$ cat config.mk
export PLATFORM = sky130hd
export DESIGN_NAME = nbit_field_unpacker_core
export DESIGN_NICKNAME = d
export VERILOG_FILES = /design/src/hdl/nfu_pkg.sv /design/src/hdl/nbit_field_unpacker_core.sv /design/src/hdl/nfu_front.sv /design/src/hdl/nfu_back.sv
export VERILOG_INCLUDE_DIRS = /design/src /design/src/hdl
export SDC_FILE = /design/constraint.sdc
export NUM_CORES = 1
export LEC_CHECK = 0
export ABC_AREA = 1
export BUFFER_PORTS_ARGS = -buffer_cell sky130_fd_sc_hd__buf_4
export CORE_UTILIZATION = 40
export CTS_CLUSTER_SIZE = 10
export DETAILED_ROUTE_END_ITERATION = 8
export PLACE_DENSITY = 0.62
export SETUP_SLACK_MARGIN = 0.05
export SLEW_MARGIN = 20
export SYNTH_ARGS = -nofsm -noshare
export SYNTH_HDL_FRONTEND = slang
export SYNTH_SLANG_ARGS = --single-unit
export TNS_END_PERCENT = 10
$ cat constraint.sdc
create_clock -name clk_i -period 12.45 [get_ports clk_i]
set_clock_uncertainty 0.1 [all_clocks]
set_input_delay 3.735 -clock clk_i [delete_from_list [all_inputs] [get_ports clk_i]]
set_output_delay 3.735 -clock clk_i [all_outputs]
set_load 0.005 [all_outputs]
$ cat src/hdl/nbit_field_unpacker_core_defines.svh
// assertion macros used by the unpacker rtl
`ifndef NBIT_FIELD_UNPACKER_CORE_DEFINES_SVH
`define NBIT_FIELD_UNPACKER_CORE_DEFINES_SVH

`ifndef NO_ASSERTIONS

// property holds at every rising clock edge outside reset
`define NFU_ASSERT(lbl, clk, rst_n, prop, msg) \
  lbl: assert property (@(posedge clk) disable iff (!rst_n) (prop)) else $error(msg);

// condition implies consequence in the following cycle
`define NFU_ASSERT_NEXT(lbl, clk, rst_n, ante, cons, msg) \
  lbl: assert property (@(posedge clk) disable iff (!rst_n) (ante) |=> (cons)) else $error(msg);

`else

`define NFU_ASSERT(lbl, clk, rst_n, prop, msg)
`define NFU_ASSERT_NEXT(lbl, clk, rst_n, ante, cons, msg)

`endif

`endif

$ cat src/hdl/nfu_pkg.sv
`timescale 1ns / 1ps
`default_nettype none

package nfu_pkg;

  // fixed widths of the stream and the result
  localparam int unsigned BucketBits = 32;
  localparam int unsigned ByteBits   = 8;
  localparam int unsigned WidthW     = 5;
  localparam int unsigned HeldW      = 6;
  localparam int unsigned ValueW     = 31;
  localparam int unsigned TakeW      = 3;

  // extraction limits and register reset
  localparam int unsigned MaxTake    = 4;
  localparam int unsigned MinWidth   = 2;
  localparam int unsigned WidthReset = 8;

  // default depth of the byte queue
  localparam int unsigned FifoDepth  = 2;

  // one queued byte request
  typedef struct packed {
    logic [ByteBits-1:0] data_byte;
    logic                start_of_stream;
  } nfu_item_t;

  // extraction engine state
  typedef enum logic {
    ST_IDLE,
    ST_RUN
  } nfu_state_e;

  // mask with the low n bits set, n up to the bucket width
  function automatic logic [BucketBits-1:0] low_bits(input logic [HeldW-1:0] n);
    logic [BucketBits-1:0] mask;
    if (n >= HeldW'(BucketBits)) begin
      mask = '1;
    end else begin
      mask = (BucketBits'(1) << n) - BucketBits'(1);
    end
    return mask;
  endfunction

endpackage

`default_nettype wire

$ cat src/hdl/nbit_field_unpacker_core.sv
// a byte is registered in the byte queue before the engine loads it, and each non-zero
// field is held pending until the next non-zero field or the end of its byte sends it out
// the engine takes up to four fields from each byte and loads the next byte as it ends the
// current one; a stalled output holds the engine when a second field waits; reset clears
// the byte queue, bucket, held, used and taken counters and the output, and sets width to 8
`timescale 1ns / 1ps
`default_nettype none

module nbit_field_unpacker_core import nfu_pkg::*; #(
  parameter int unsigned QueueDepth = FifoDepth
) (
  input  wire logic                clk_i,
  input  wire logic                rst_ni,
  input  wire logic                cfg_valid_i,
  output      logic                cfg_ready_o,
  input  wire logic [WidthW-1:0]   field_width_i,
  input  wire logic                in_valid_i,
  output      logic                in_stall_o,
  input  wire logic [ByteBits-1:0] data_byte_i,
  input  wire logic                start_of_stream_i,
  output      logic                out_valid_o,
  input  wire logic                out_stall_i,
  output      logic [ValueW-1:0]   field_value_o,
  output      logic                last_of_byte_o
);

  logic [WidthW-1:0] field_width_q;
  logic [WidthW-1:0] width_eff;
  logic              q_valid;
  nfu_item_t         q_item;
  logic              q_pop;

  // width register, always writable
  assign cfg_ready_o = 1'b1;

  always_ff @(posedge clk_i or negedge rst_ni) begin
    if (!rst_ni) begin
      field_width_q <= WidthW'(WidthReset);
    end else if (cfg_valid_i && cfg_ready_o) begin
      field_width_q <= field_width_i;
    end
  end

  // widths below two act as two
  assign width_eff = (field_width_q < WidthW'(MinWidth)) ? WidthW'(MinWidth) : field_width_q;

  nfu_front #(
    .Depth(QueueDepth)
  ) u_front (
    .clk_i             (clk_i),
    .rst_ni            (rst_ni),
    .in_valid_i        (in_valid_i),
    .in_stall_o        (in_stall_o),
    .data_byte_i       (data_byte_i),
    .start_of_stream_i (start_of_stream_i),
    .q_valid_o         (q_valid),
    .q_item_o          (q_item),
    .q_pop_i           (q_pop)
  );

  nfu_back u_back (
    .clk_i          (clk_i),
    .rst_ni         (rst_ni),
    .width_i        (width_eff),
    .q_valid_i      (q_valid),
    .q_item_i       (q_item),
    .q_pop_o        (q_pop),
    .out_valid_o    (out_valid_o),
    .out_stall_i    (out_stall_i),
    .field_value_o  (field_value_o),
    .last_of_byte_o (last_of_byte_o)
  );

endmodule

`default_nettype wire

$ cat src/hdl/nfu_front.sv
`timescale 1ns / 1ps
`default_nettype none

module nfu_front import nfu_pkg::*; #(
  parameter int unsigned Depth = FifoDepth
) (
  input  wire logic                clk_i,
  input  wire logic                rst_ni,
  input  wire logic                in_valid_i,
  output      logic                in_stall_o,
  input  wire logic [ByteBits-1:0] data_byte_i,
  input  wire logic                start_of_stream_i,
  output      logic                q_valid_o,
  output      nfu_item_t           q_item_o,
  input  wire logic                q_pop_i
);

  localparam int unsigned PtrW = (Depth > 1) ? $clog2(Depth) : 1;
  localparam int unsigned CntW = $clog2(Depth + 1);

  nfu_item_t           mem_q [Depth];
  logic [PtrW-1:0]     wr_ptr_q, wr_ptr_d;
  logic [PtrW-1:0]     rd_ptr_q, rd_ptr_d;
  logic [CntW-1:0]     count_q, count_d;
  logic                push;
  logic                full;

  // queue status
  assign full       = (count_q == CntW'(Depth));
  assign in_stall_o = full;
  assign push       = in_valid_i && !full;
  assign q_valid_o  = (count_q != '0);
  assign q_item_o   = mem_q[rd_ptr_q];

  // pointer and count update
  always_comb begin
    wr_ptr_d = wr_ptr_q;
    rd_ptr_d = rd_ptr_q;
    count_d  = count_q;
    if (push) begin
      wr_ptr_d = (wr_ptr_q == PtrW'(Depth - 1)) ? '0 : wr_ptr_q + PtrW'(1);
    end
    if (q_pop_i) begin
      rd_ptr_d = (rd_ptr_q == PtrW'(Depth - 1)) ? '0 : rd_ptr_q + PtrW'(1);
    end
    if (push && !q_pop_i) begin
      count_d = count_q + CntW'(1);
    end else if (!push && q_pop_i) begin
      count_d = count_q - CntW'(1);
    end
  end

  always_ff @(posedge clk_i or negedge rst_ni) begin
    if (!rst_ni) begin
      wr_ptr_q <= '0;
      rd_ptr_q <= '0;
      count_q  <= '0;
    end else begin
      wr_ptr_q <= wr_ptr_d;
      rd_ptr_q <= rd_ptr_d;
      count_q  <= count_d;
    end
  end

  // queue storage
  always_ff @(posedge clk_i) begin
    if (push) begin
      mem_q[wr_ptr_q] <= '{data_byte: data_byte_i, start_of_stream: start_of_stream_i};
    end
  end

endmodule

`default_nettype wire

$ cat src/hdl/nfu_back.sv
`timescale 1ns / 1ps
`default_nettype none

`include "nbit_field_unpacker_core_defines.svh"

module nfu_back import nfu_pkg::*; (
  input  wire logic              clk_i,
  input  wire logic              rst_ni,
  input  wire logic [WidthW-1:0] width_i,
  input  wire logic              q_valid_i,
  input  wire nfu_item_t         q_item_i,
  output      logic              q_pop_o,
  output      logic              out_valid_o,
  input  wire logic              out_stall_i,
  output      logic [ValueW-1:0] field_value_o,
  output      logic              last_of_byte_o
);

  nfu_state_e              state_q, state_d;
  logic [BucketBits-1:0]   bucket_q, bucket_d;
  logic [HeldW-1:0]        held_q, held_d;
  logic [HeldW-1:0]        used_q, used_d;
  logic [TakeW-1:0]        taken_q, taken_d;
  logic                    pend_valid_q, pend_valid_d;
  logic [ValueW-1:0]       pend_val_q, pend_val_d;
  logic                    out_valid_q, out_valid_d;
  logic [ValueW-1:0]       out_val_q, out_val_d;
  logic                    out_last_q, out_last_d;

  logic [HeldW-1:0]        width_ext;
  logic                    can_extract;
  logic [HeldW-1:0]        shift;
  logic [HeldW-1:0]        held_rem;
  logic [BucketBits-1:0]   field;
  logic                    field_nz;
  logic                    out_free;
  logic                    byte_end;
  logic                    pad_en;
  logic                    pad;
  logic [BucketBits-1:0]   base_bucket;
  logic [HeldW-1:0]        base_held;
  logic [HeldW-1:0]        base_used;
  logic [BucketBits-1:0]   ld_bucket;
  logic [HeldW-1:0]        ld_held;
  logic [HeldW-1:0]        ld_used;
  logic [HeldW-1:0]        held_sum;

  // one field from the top of the held bits
  assign width_ext   = {1'b0, width_i};
  assign can_extract = (held_q >= width_ext) && (taken_q != TakeW'(MaxTake));
  assign shift       = held_q - width_ext;
  assign held_rem    = shift;
  assign field       = (bucket_q >> shift) & low_bits(width_ext);
  assign field_nz    = (field[ValueW-1:0] != '0);
  assign out_free    = !out_valid_q || !out_stall_i;

  // word padding check at the end of a byte
  assign pad = (({1'b0, used_q} + {2'b0, width_i}) > (HeldW + 1)'(BucketBits));

  // engine control
  always_comb begin
    state_d      = state_q;
    bucket_d     = bucket_q;
    held_d       = held_q;
    used_d       = used_q;
    taken_d      = taken_q;
    pend_valid_d = pend_valid_q;
    pend_val_d   = pend_val_q;
    out_valid_d  = out_valid_q && out_stall_i;
    out_val_d    = out_val_q;
    out_last_d   = out_last_q;
    q_pop_o      = 1'b0;
    byte_end     = 1'b0;
    pad_en       = 1'b0;

    case (state_q)
      ST_IDLE: begin
        byte_end = 1'b1;
      end
      ST_RUN: begin
        if (can_extract) begin
          // a new non-zero field releases the pending one as not last
          if (!(field_nz && pend_valid_q) || out_free) begin
            held_d   = held_rem;
            used_d   = used_q + width_ext;
            bucket_d = bucket_q & low_bits(held_rem);
            taken_d  = taken_q + TakeW'(1);
            if (field_nz) begin
              pend_valid_d = 1'b1;
              pend_val_d   = field[ValueW-1:0];
              if (pend_valid_q) begin
                out_valid_d = 1'b1;
                out_val_d   = pend_val_q;
                out_last_d  = 1'b0;
              end
            end
          end
        end else if (!pend_valid_q || out_free) begin
          // byte done: flush the pending field marked last
          byte_end     = 1'b1;
          pad_en       = 1'b1;
          pend_valid_d = 1'b0;
          if (pend_valid_q) begin
            out_valid_d = 1'b1;
            out_val_d   = pend_val_q;
            out_last_d  = 1'b1;
          end
        end
      end
      default: begin
        state_d = ST_IDLE;
      end
    endcase

    // state after the finished byte
    if (pad_en && pad) begin
      base_bucket = '0;
      base_held   = '0;
      base_used   = '0;
    end else begin
      base_bucket = bucket_q;
      base_held   = held_q;
      base_used   = used_q;
    end

    // shift the next byte into the bucket
    if (q_item_i.start_of_stream) begin
      ld_bucket = '0;
      ld_held   = '0;
      ld_used   = '0;
    end else begin
      ld_bucket = base_bucket;
      ld_held   = base_held;
      ld_used   = base_used;
    end
    held_sum = ld_held + HeldW'(ByteBits);

    if (byte_end) begin
      if (q_valid_i) begin
        q_pop_o  = 1'b1;
        state_d  = ST_RUN;
        bucket_d = {ld_bucket[BucketBits-ByteBits-1:0], q_item_i.data_byte};
        held_d   = (held_sum > HeldW'(BucketBits)) ? HeldW'(BucketBits) : held_sum;
        used_d   = ld_used;
        taken_d  = '0;
      end else begin
        state_d  = ST_IDLE;
        bucket_d = base_bucket;
        held_d   = base_held;
        used_d   = base_used;
      end
    end
  end

  always_ff @(posedge clk_i or negedge rst_ni) begin
    if (!rst_ni) begin
      state_q      <= ST_IDLE;
      bucket_q     <= '0;
      held_q       <= '0;
      used_q       <= '0;
      taken_q      <= '0;
      pend_valid_q <= 1'b0;
      out_valid_q  <= 1'b0;
    end else begin
      state_q      <= state_d;
      bucket_q     <= bucket_d;
      held_q       <= held_d;
      used_q       <= used_d;
      taken_q      <= taken_d;
      pend_valid_q <= pend_valid_d;
      out_valid_q  <= out_valid_d;
    end
  end

  // result payload
  always_ff @(posedge clk_i) begin
    pend_val_q <= pend_val_d;
    out_val_q  <= out_val_d;
    out_last_q <= out_last_d;
  end

  assign out_valid_o    = out_valid_q;
  assign field_value_o  = out_val_q;
  assign last_of_byte_o = out_last_q;

  // checks
  `NFU_ASSERT(a_held_range, clk_i, rst_ni, held_q <= HeldW'(BucketBits), "bucket fill above 32")
  `NFU_ASSERT(a_take_limit, clk_i, rst_ni, taken_q <= TakeW'(MaxTake), "too many fields taken")
  `NFU_ASSERT(a_out_nonzero, clk_i, rst_ni, out_valid_q |-> (out_val_q != '0), "zero field sent")
  `NFU_ASSERT(a_idle_no_pend, clk_i, rst_ni, (state_q == ST_IDLE) |-> !pend_valid_q, "pending field left in idle")
  `NFU_ASSERT_NEXT(a_pop_runs, clk_i, rst_ni, q_pop_o, state_q == ST_RUN, "byte loaded but engine not running")

endmodule

`default_nettype wire
# Yosys cells after proc, flatten, opt, wreduce, memory -nomap -nowiden
# Memory sizes are Yosys's and may differ from the RTL's.
# Cells that the tools add are included.
# W data, S select, Z words.
# classes
n_mux	66
n_reduce_logical	28
eq_ne	4
bitwise	3
n_addsub	11
magnitude_cmp	6
shifts	3
# ops
op	n
$mux W32	10
$mux W31	6
$mux W6	15
$and A32 B32 Y32	1
$shl A1 B6 Y32 const A	1
$shr A32 B6 Y31	1
$sub A32 B2 Y32 const B	1
$and A31 B31 Y31	1
$reduce_bool A31 Y1	1
$shl A1 B5 Y31 const A	1
$sub A31 B2 Y31 const B	1
$mux W1	25
$mux W24	1
$mux W3	5
$reduce_bool A2 Y1	6
$reduce_and A4 Y1	2
$add A6 B5 Y7	1
$gt A7 B6 Y1 const B	1
$logic_and A1 B1 Y1	7
$logic_not A1 Y1	7
$add A6 B4 Y6 const B	1
$add A6 B5 Y6	1
$ge A5 B6 Y1 const B	1
$ge A6 B5 Y1	1
18 further kinds	23
# word_totals
wordCells	136
mem_count	1
ff_bits	122
mem_bits_rw	18
# memory_table
name	words	width	read_ports	rd_ports_with_merged_regs	write_ports	line	text
u_front.mem_q	2	9	1	0	1	nfu_front.sv:21	nfu_item_t mem_q [Depth];

# Depth between registers and ports, before layout
# Gate-level depths: netlist of run 1.
# logic_depth
ltp_word	18
ltp_mapped	31

# Hierarchy
# Synthesis of run 1 repeated with hierarchy kept, for this count alone.
# hier_totals
cells_unflattened	1531
hier_area_um2	10357.4
# modules_own_cells
mod	n_inst	area_each_um2	cells_per_inst
nfu_back	1	9191.3	1443
nfu_front	1	919.6	57
nbit_field_unpacker_core	1	246.5	31

# Least setup slack after synthesis of run 1
# Ideal clock, no wire load.
# synth_timing
path_kind	input-to-reg
startpoint	input out_stall_i
endpoint	register u_back.out_val_q[0] (netlist: u_back.field_value_o[0]), enable pin
setup_time_ps	421
t_arrival_ps	5377
slack_ps	6552
path_stages	5
required_ps	11929
n_path_buf	0
path_cell_list	nand2_1 nor2_1 inv_1 nand3_1 nor2_1
# synth_between
elab_chain_cells	5
# synth_lines
item	line	text
from (decl)	nbit_field_unpacker_core.sv:22	input wire logic out_stall_i,
$logic_not A1 Y1 *	nfu_back.sv:55	assign out_free = !out_valid_q || !out_stall_i;
$logic_or A1 B1 Y1 *	nfu_back.sv:55	
$logic_or A1 B1 Y1 (on tied branches)	nfu_back.sv:83, nfu_back.sv:98	
$ne A2 B2 Y1 (no line) or $reduce_bool A2 Y1 (tied branches)	--	
$reduce_and A4 Y1 (no line) *	--	
to (signal assigned)	nfu_back.sv:178	out_val_q <= out_val_d;
to (decl)	nfu_back.sv:27	logic [ValueW-1:0] out_val_q, out_val_d;
# Mark *: on every way between the ends. The rest lies on a longest branch, timed or not.
# A chain may end at the register's enable or synchronous reset.

# Worst setup path after layout of run 1
# layout_timing
startpoint	register field_width_q[2]
endpoint	register u_back.used_q[1]
# layout_between
elab_chain_cells	12
# layout_lines
item	line	text
from (decl)	nbit_field_unpacker_core.sv:27	logic [WidthW-1:0] field_width_q;
from (signal assigned)	nbit_field_unpacker_core.sv:38	field_width_q <= WidthW'(WidthReset);
from (signal assigned)	nbit_field_unpacker_core.sv:40	field_width_q <= field_width_i;
$lt A5 B2 Y1	nbit_field_unpacker_core.sv:45	assign width_eff = (field_width_q < WidthW'(MinWidth)) ? WidthW'(MinWidth) : field_width_q;
$mux W5 *	nbit_field_unpacker_core.sv:45	
$shl A1 B5 Y31	nfu_pkg.sv:40	mask = (BucketBits'(1) << n) - BucketBits'(1);
$sub A31 B2 Y31	nfu_pkg.sv:40	
$mux W31	nfu_pkg.sv:37	if (n >= HeldW'(BucketBits)) begin
$and A31 B31 Y31	nfu_back.sv:53	assign field = (bucket_q >> shift) & low_bits(width_ext);
$reduce_bool A31 Y1	nfu_back.sv:54	assign field_nz = (field[ValueW-1:0] != '0);
$logic_and A1 B1 Y1	nfu_back.sv:83	if (!(field_nz && pend_valid_q) || out_free) begin
$logic_not A1 Y1	nfu_back.sv:83	
$logic_or A1 B1 Y1	nfu_back.sv:83	
$reduce_bool A2 Y1 (no line)	--	
$reduce_and A3 Y1 (no line)	--	
to (signal assigned)	nfu_back.sv:168	used_q <= used_d;
to (decl)	nfu_back.sv:22	logic [HeldW-1:0] used_q, used_d;
# Mark *: on every way between the ends. The rest lies on a longest branch, timed or not. The select of a mux whose other input is x is not followed.

==> results of run 1 <==
placed cells by master, fill, tap and decap left out, drive strengths merged, types with 12 or more instances in the layout:
cell type / synthesis / routed
nand3: 231 / 231
dfrtp: 58 / 58
o21bai: 12 / 12
inv: 140 / 147
o21ai: 53 / 53
nor3: 12 / 12
nand4: 36 / 36
a21oi: 18 / 18
clkbuf: 14 / 18
o22ai: 13 / 13
nor2: 149 / 149
buf: 59 / 59
ha: 16 / 16
nand2: 443 / 443
edfxtp: 81 / 81
path summary, 6_finish.rpt:
| kind | startpoint | to | slack (ns) | depth (start not counted) |
|---|---|---|---|---|
| worst min-delay path | u_back.pend_val_q[11]$_DFFE_PP_ | u_back.field_value_o[11]$_DFFE_PP_ | 0.32 | 0 |
| worst max register to register | field_width_q[2]$_DFFE_PN0P_ | u_back.used_q[1]$_DFFE_PN0P_ | 6.12 | 23 |
| worst min register to register | u_back.pend_val_q[11]$_DFFE_PP_ | u_back.field_value_o[11]$_DFFE_PP_ | 0.32 | 0 |
| worst max-delay path | field_width_q[2]$_DFFE_PN0P_ | u_back.used_q[1]$_DFFE_PN0P_ | 6.12 | 23 |
| max in group asynchronous | rst_ni | u_back.held_q[2]$_DFFE_PN0P_ | 8.43 | 1 |
| min in group asynchronous | rst_ni | u_back.bucket_q[6]$_DFFE_PN0P_ | 3.30 | 1 |
layout make-up:
type | instances | area (sq um) | area share (%)
multi-input combinational | 1047 | 5071 | 46.23
sequential | 140 | 3910 | 35.64
inverter | 140 | 528.0 | 4.813
timing repair buffer | 59 | 442.9 | 4.038
clock buffer | 18 | 429.2 | 3.912
tap | 324 | 405.4 | 3.696
clock inverter | 14 | 182.7 | 1.665
state kept, by name (all words and copies together) (netlist names):
signal                 count
u_front.count_q            2
u_back.pend_val_q         31
u_back.pend_valid_q        1
u_back.out_valid_o         1
u_back.field_value_o      31
u_front.mem_q             18
u_front.rd_ptr_q           1
u_back.state_q             1
u_back.bucket_q           32
u_back.taken_q             3
u_back.held_q              6
field_width_q              5
u_back.last_of_byte_o      1
u_back.used_q              6
u_front.wr_ptr_q           1
stage by stage:
| step | utilization [%] | hold slack (ns) |
|---|---|---|
| CTS | 44.97 | 0.3186 |
| finish | 44.97 | 0.3171 |
| floorplan | - | 0.3003 |
| global placement | 42.46 | 0.3043 |
| detailed placement | 42.46 | 0.3045 |
| global route | 44.97 | 0.3249 |
per-layer routing:
layer	wire length (um)	vias to the layer above	global-route usage, %
met4	1074	0	9.441
li1	-	4659	-
met2	13620	357	38.15
met3	1873	78	4.338
met1	12780	4440	31.59
met5	0	-	0
cells by family after synthesis:
group           share of synthesized area [%]
simple gates                            38.95
mux                                    0.2012
xor+xnor                                1.584
compound gates                          7.645
other cells                           0.03769
flops                                   39.29
buf+inv                                 9.870
fa+ha+maj                               2.414
worst max-delay path: cells and delay by family, from the launching register on:
kind / cells / cell delay (ns)
compound gates: 1 / 0.09
flops: 1 / 0.80
buf+inv: 4 / 1.14
fa+ha+maj: 1 / 0.49
simple gates: 17 / 3.54
==> results_dict.tcl, run 1 <==
set metrics [dict create \
    rsz0062_at_grt "false" \
    dp_cells 1710 \
    numCtsBuffers 17 \
    crit_chain "inv_2 -> nand2_2 -> nand2_1 -> fa_1 -> inv_1 -> nand3_1 -> nand2_1 -> nand2_1 -> nand2_1 -> inv_2 -> nor2_2 -> nand3_1 -> nor2_1 -> nor2_1 -> nand2_1 -> nor2_2 -> nand3_1 -> nand2_1 -> nand2_2 -> nand2_2 -> inv_2 -> nand2_1 -> o21ai_1" \
    final_nets 1442 \
    yosys_warnings 0 \
    dp_hpwl_mm 21.50 \
    grt_pass1_vias 8744 \
    period_share_pct 50.85 \
    syn_inst 1398 \
    final_hold_viol_count 0 \
    antenna_found_initial 0 \
    antenna_left 0 \
    required_ns 12.70 \
    core-area_sq_um 24390 \
    yosysMostFrequentCell "nand2_1" \
    place.gp.congestion 0.9124 \
    cts_tree "yes" \
    drive_gt1_share_pct 9.379 \
    path_clk_slew_ns 0.06 \
    synth_cell_types 53 \
    yosys_register_bits 140 \
    pin_count 54 \
    fin_area_sq_um 10970 \
    netlist_area_sq_um 9951 \
    worstSkewPairLatency_ns 0.44 \
    die_x_um 159.7 \
    crit_slowest_cell "dfrtp_1" \
    setup_viol 0 \
    yosys-top-cells-area "edfxtp_1 24%, nand2_1 16%, dfrtp_1 15%" \
    synth_top_area_cell "edfxtp_1" \
    numPortBuffers 52 \
    cts_buffer_depth 2 \
    maxSlewHeadroom_pct 38.84 \
    synthFlopType "edfxtp_1" \
    ys_seq_area_share_pct 39.29 \
    drtPass1Iterations 6 \
    n_antenna_cell 0 \
    viasPerCell 5.473 \
    layout.cells.non_filler 1742 \
    path_class "flip-flop to flip-flop" \
    cp.arrival_ns 6.58 \
    fin_crit_ns 6.331 \
    dieArea_sq_um 25510 \
    grt_max_degree 60 \
    start_kind "flip-flop" \
    grt_overflow_total 0 \
    track_usage_pct 23.75 \
    ys_async_sr_fraction_pct 42.14 \
    timing.final.ws_setup_ns 6.119 \
    endpoint_kind "flip-flop" \
    clock.fmax_mhz 158.0 \
    dp_slack_ns 6.001 \
    clock_sinks 140 \
    syn_area_per_cell_sq_um 7.118 \
    hold_buffers 0 \
    ys_top_cells_by_count "434 x nand2_1, 229 x nand3_1, 139 x nor2_1" \
    ctsResizeCount 0 \
    area_growth_pct 10.24 \
    wl_mm 29.35 \
    fillers 2550 \
    grt_pass1_wl_mm 47.59 \
    cpMostUsedCell "nand2_1" \
    dr.first_iter.drc_count 1022 \
    cts_max_level 4 \
    root_buffer "clkbuf_16" \
    tightest_slew_ns 0.9174 \
    die_y_um 159.7 \
    wl_per_cell_um 16.85 \
    finalSetupTns_ns 0 \
    worstPathMaxFanout 22 \
    drc_errors 0 \
    outcome "complete, no violations" \
    synth_top_area_share_pct 24.44 \
    start_util_pct 40.80 \
    synth_edf_count 81 \
    maxCapViolCount 0 \
    slew_violations 0 \
    post_cts_buffers 0 \
    worst_hold_path_type "flip-flop to flip-flop" \
    num_rows 57 \
    place_area_sq_um 10360 \
    max_stage_delay_ns 0.80 \
    num_vias 9534 \
]
Power of run 1 is not shown: default switching activity piles up to over one toggle a cycle in this logic, so the estimate is an artifact.
==> run 2: changes to the inputs <==
- ABC_AREA: 1 -> 0
- PLACE_DENSITY: 0.62 -> 0.64
- clock period: 12.45 -> 5.7 ns (I/O delays scaled with it)
==> run 2 against run 1 <==
Compared with the run above: first-iteration DRC count shrank 17%; sequential cell count is the same; design area shrank 3.7%; global-route usage grew 1.2 points; via count shrank 19%; critical path depth shrank 7; non-clock buffer count grew 69; register-to-register slack lost 5.9 ns; largest cell class unchanged.
==> results_dict.tcl, run 2 <==
set metrics [dict create \
    fillers 2045 \
    outcome "complete, no violations" \
    dp_hpwl_mm 19.84 \
    grt_max_degree 60 \
    path_clk_slew_ns 0.07 \
    ys_seq_area_share_pct 44.24 \
    root_buffer "clkbuf_16" \
    area_growth_pct 19.51 \
    critPathTopFamily "simple AND/OR/NAND/NOR gates" \
    synth_top_area_share_pct 27.52 \
    netlist_area_sq_um 8838 \
    yosys_register_bits 140 \
    synth_top_area_cell "edfxtp_1" \
    max_stage_delay_ns 0.67 \
    largest_reg_flops 32 \
    wl_mm 27.20 \
    die_x_um 150.6 \
    n_antenna_cell 0 \
    tightest_slew_ns 1.009 \
    setup_viol 0 \
    rsz0062_at_grt "false" \
    grt_pass1_wl_mm 42.15 \
    cpMostUsedCell "nor3_2" \
    yosys_warnings 0 \
    antenna_found_initial 0 \
    worst_hold_path_type "flip-flop to flip-flop" \
    cts_buffer_depth 2 \
    num_rows 54 \
    antenna_left 0 \
    endpoint_kind "flip-flop" \
    fin_area_sq_um 10560 \
    crit_chain "nor3_1 -> or2_2 -> fa_2 -> buf_4 -> mux2_2 -> mux2i_1 -> nor2_1 -> o21a_1 -> o211a_1 -> or4_1 -> nor3_2 -> nand4bb_2 -> o41a_1 -> nor3_2 -> and2_4 -> buf_12" \
    synth_edf_count 81 \
    slew_violations 0 \
    path_buf_inv 2 \
    place_area_sq_um 9935 \
    yosysMostFrequentCell "nand2_1" \
    start_util_pct 40.63 \
    ys_top_cells_by_count "88 x nand2_1, 82 x nor2_1, 81 x edfxtp_1" \
    cp.arrival_ns 5.54 \
    drtPass1Iterations 6 \
    largest-register "u_back.bucket_q" \
    numCtsBuffers 17 \
    wl_per_cell_um 21.38 \
    dr.first_iter.drc_count 848 \
    grt_pass1_vias 7342 \
    hold_buffers 0 \
    min_path_cells 0 \
    start_kind "flip-flop" \
    syn_inst 899 \
    synth_cell_types 85 \
    multiInputGateArea_sq_um 4604 \
    cts_tree "yes" \
    drive_gt1_share_pct 22.68 \
    fin_crit_ns 5.503 \
    dieArea_sq_um 22690 \
    layout_common_cells "125 x buf_4, 88 x nand2_1, 81 x edfxtp_1, 80 x nor2_1, 58 x dfrtp_1" \
    track_usage_pct 24.98 \
    cts_max_level 4 \
    layout_commonest_cell "buf_4" \
    maxCapViolCount 0 \
    required_ns 5.74 \
    crit_slowest_cell "fa_2" \
    numPortBuffers 52 \
    ys_async_sr_fraction_pct 42.14 \
    grt_overflow_total 0 \
    synthFlopType "edfxtp_1" \
    final_nets 1016 \
    crit_cells 16 \
    core-area_sq_um 21760 \
    viasPerCell 6.081 \
    syn_area_per_cell_sq_um 9.831 \
    dp_cells 1237 \
    die_y_um 150.6 \
    clock.fmax_mhz 181.7 \
    path_class "flip-flop to flip-flop" \
    maxSlewHeadroom_pct 31.78 \
    pin_count 54 \
    worstPathMaxFanout 16 \
    clock_sinks 140 \
    yosys-top-cells-area "edfxtp_1 28%, dfrtp_1 16%, mux2i_1 4.5%" \
    worstSkewPairLatency_ns 0.43 \
    layout.cells.non_filler 1272 \
    period_share_pct 96.55 \
    place.gp.congestion 0.9471 \
    final_hold_viol_count 0 \
    drc_errors 0 \
    worstRegToRegCells 16 \
    regArea_sq_um 3910 \
    num_vias 7735 \
]
-- run 2: cell types whose count changed after synthesis, moves of 28 or more --
cell      before  now
nand3_1      229   16
mux2i_1        2   40
nand4_1       35    3
nor2_1       139   82
nand2_1      434   88
inv_1        129   28
nor3_1        12   40
clkbuf_1      14   47
-- run 2: per-layer routing --
layer / routed length [um] / vias to the layer above / share of wire (%) / GRT usage (%)
li1: - / 3528 / - / -
met1: 12100 / 3778 / 44 / 33.53
met2: 12690 / 369 / 47 / 40.25
met3: 1626 / 60 / 6.0 / 3.788
met4: 786 / 0 / 2.9 / 10.15
met5: 0 / - / 0 / 0
-- run 2: cell type report --
type                       instances  area share (%)
sequential                       140           37.02
clock buffer                      17           4.027
multi-input combinational        662           43.59
timing repair buffer             128           9.453
clock inverter                    15           1.528
inverter                          30           1.066
tap                              280           3.317
-- run 2: cells by family (layout without fill, tap and decap cells) --
family | count (synthesis) | in the layout | share of synthesized area [%]
and+or+nand+nor | 301 | 301 | 16.29
other | 1 | 3 | 0.04243
DFF | 140 | 140 | 44.24
buffers and inverters | 99 | 190 | 4.700
muxes | 78 | 78 | 10.93
adders and majority gates | 18 | 18 | 2.718
xor gates and xnor gates | 27 | 27 | 2.761
AOI/OAI and AO/OA | 235 | 235 | 18.32
-- run 2: final timing paths --
kind                                                      endpoint                             from  slack [ns]
min in group asynchronous           u_back.bucket_q[2]$_DFFE_PN0P_                           rst_ni        1.26
worst max register to register     u_back.pend_val_q[23]$_DFFE_PP_     field_width_q[3]$_DFFE_PN1P_        0.20
max in group asynchronous             u_back.held_q[3]$_DFFE_PN0P_                           rst_ni        3.73
worst max-delay path               u_back.pend_val_q[23]$_DFFE_PP_     field_width_q[3]$_DFFE_PN1P_        0.20
worst min register to register  u_back.field_value_o[27]$_DFFE_PP_  u_back.pend_val_q[27]$_DFFE_PP_        0.31
worst min-delay path            u_back.field_value_o[27]$_DFFE_PP_  u_back.pend_val_q[27]$_DFFE_PP_        0.31
-- run 2: timing repair --
item                       CTS  global route
pin swaps                    0             2
setup endpoints to repair    3            90
resized for setup            1             4
cloned                       0             0
setup buffers                0             3
-- run 2: stage by stage --
stage / setup slack, ns / setup TNS [ns] / hold slack (ns) / utilization [%]
6_report: 0.1968 / 0 / 0.3146 / 48.55
2_1_floorplan: 0.05651 / 0 / 0.3003 / -
3_3_place_gp: 0.1589 / 0 / 0.3018 / 45.66
3_5_place_dp: -0.005901 / -0.005901 / 0.3045 / 45.66
5_1_grt: 0.04942 / 0 / 0.3162 / 48.55
4_1_cts: 0.09749 / 0 / 0.3147 / 48.39
Power of run 2 is left out for the same reason.
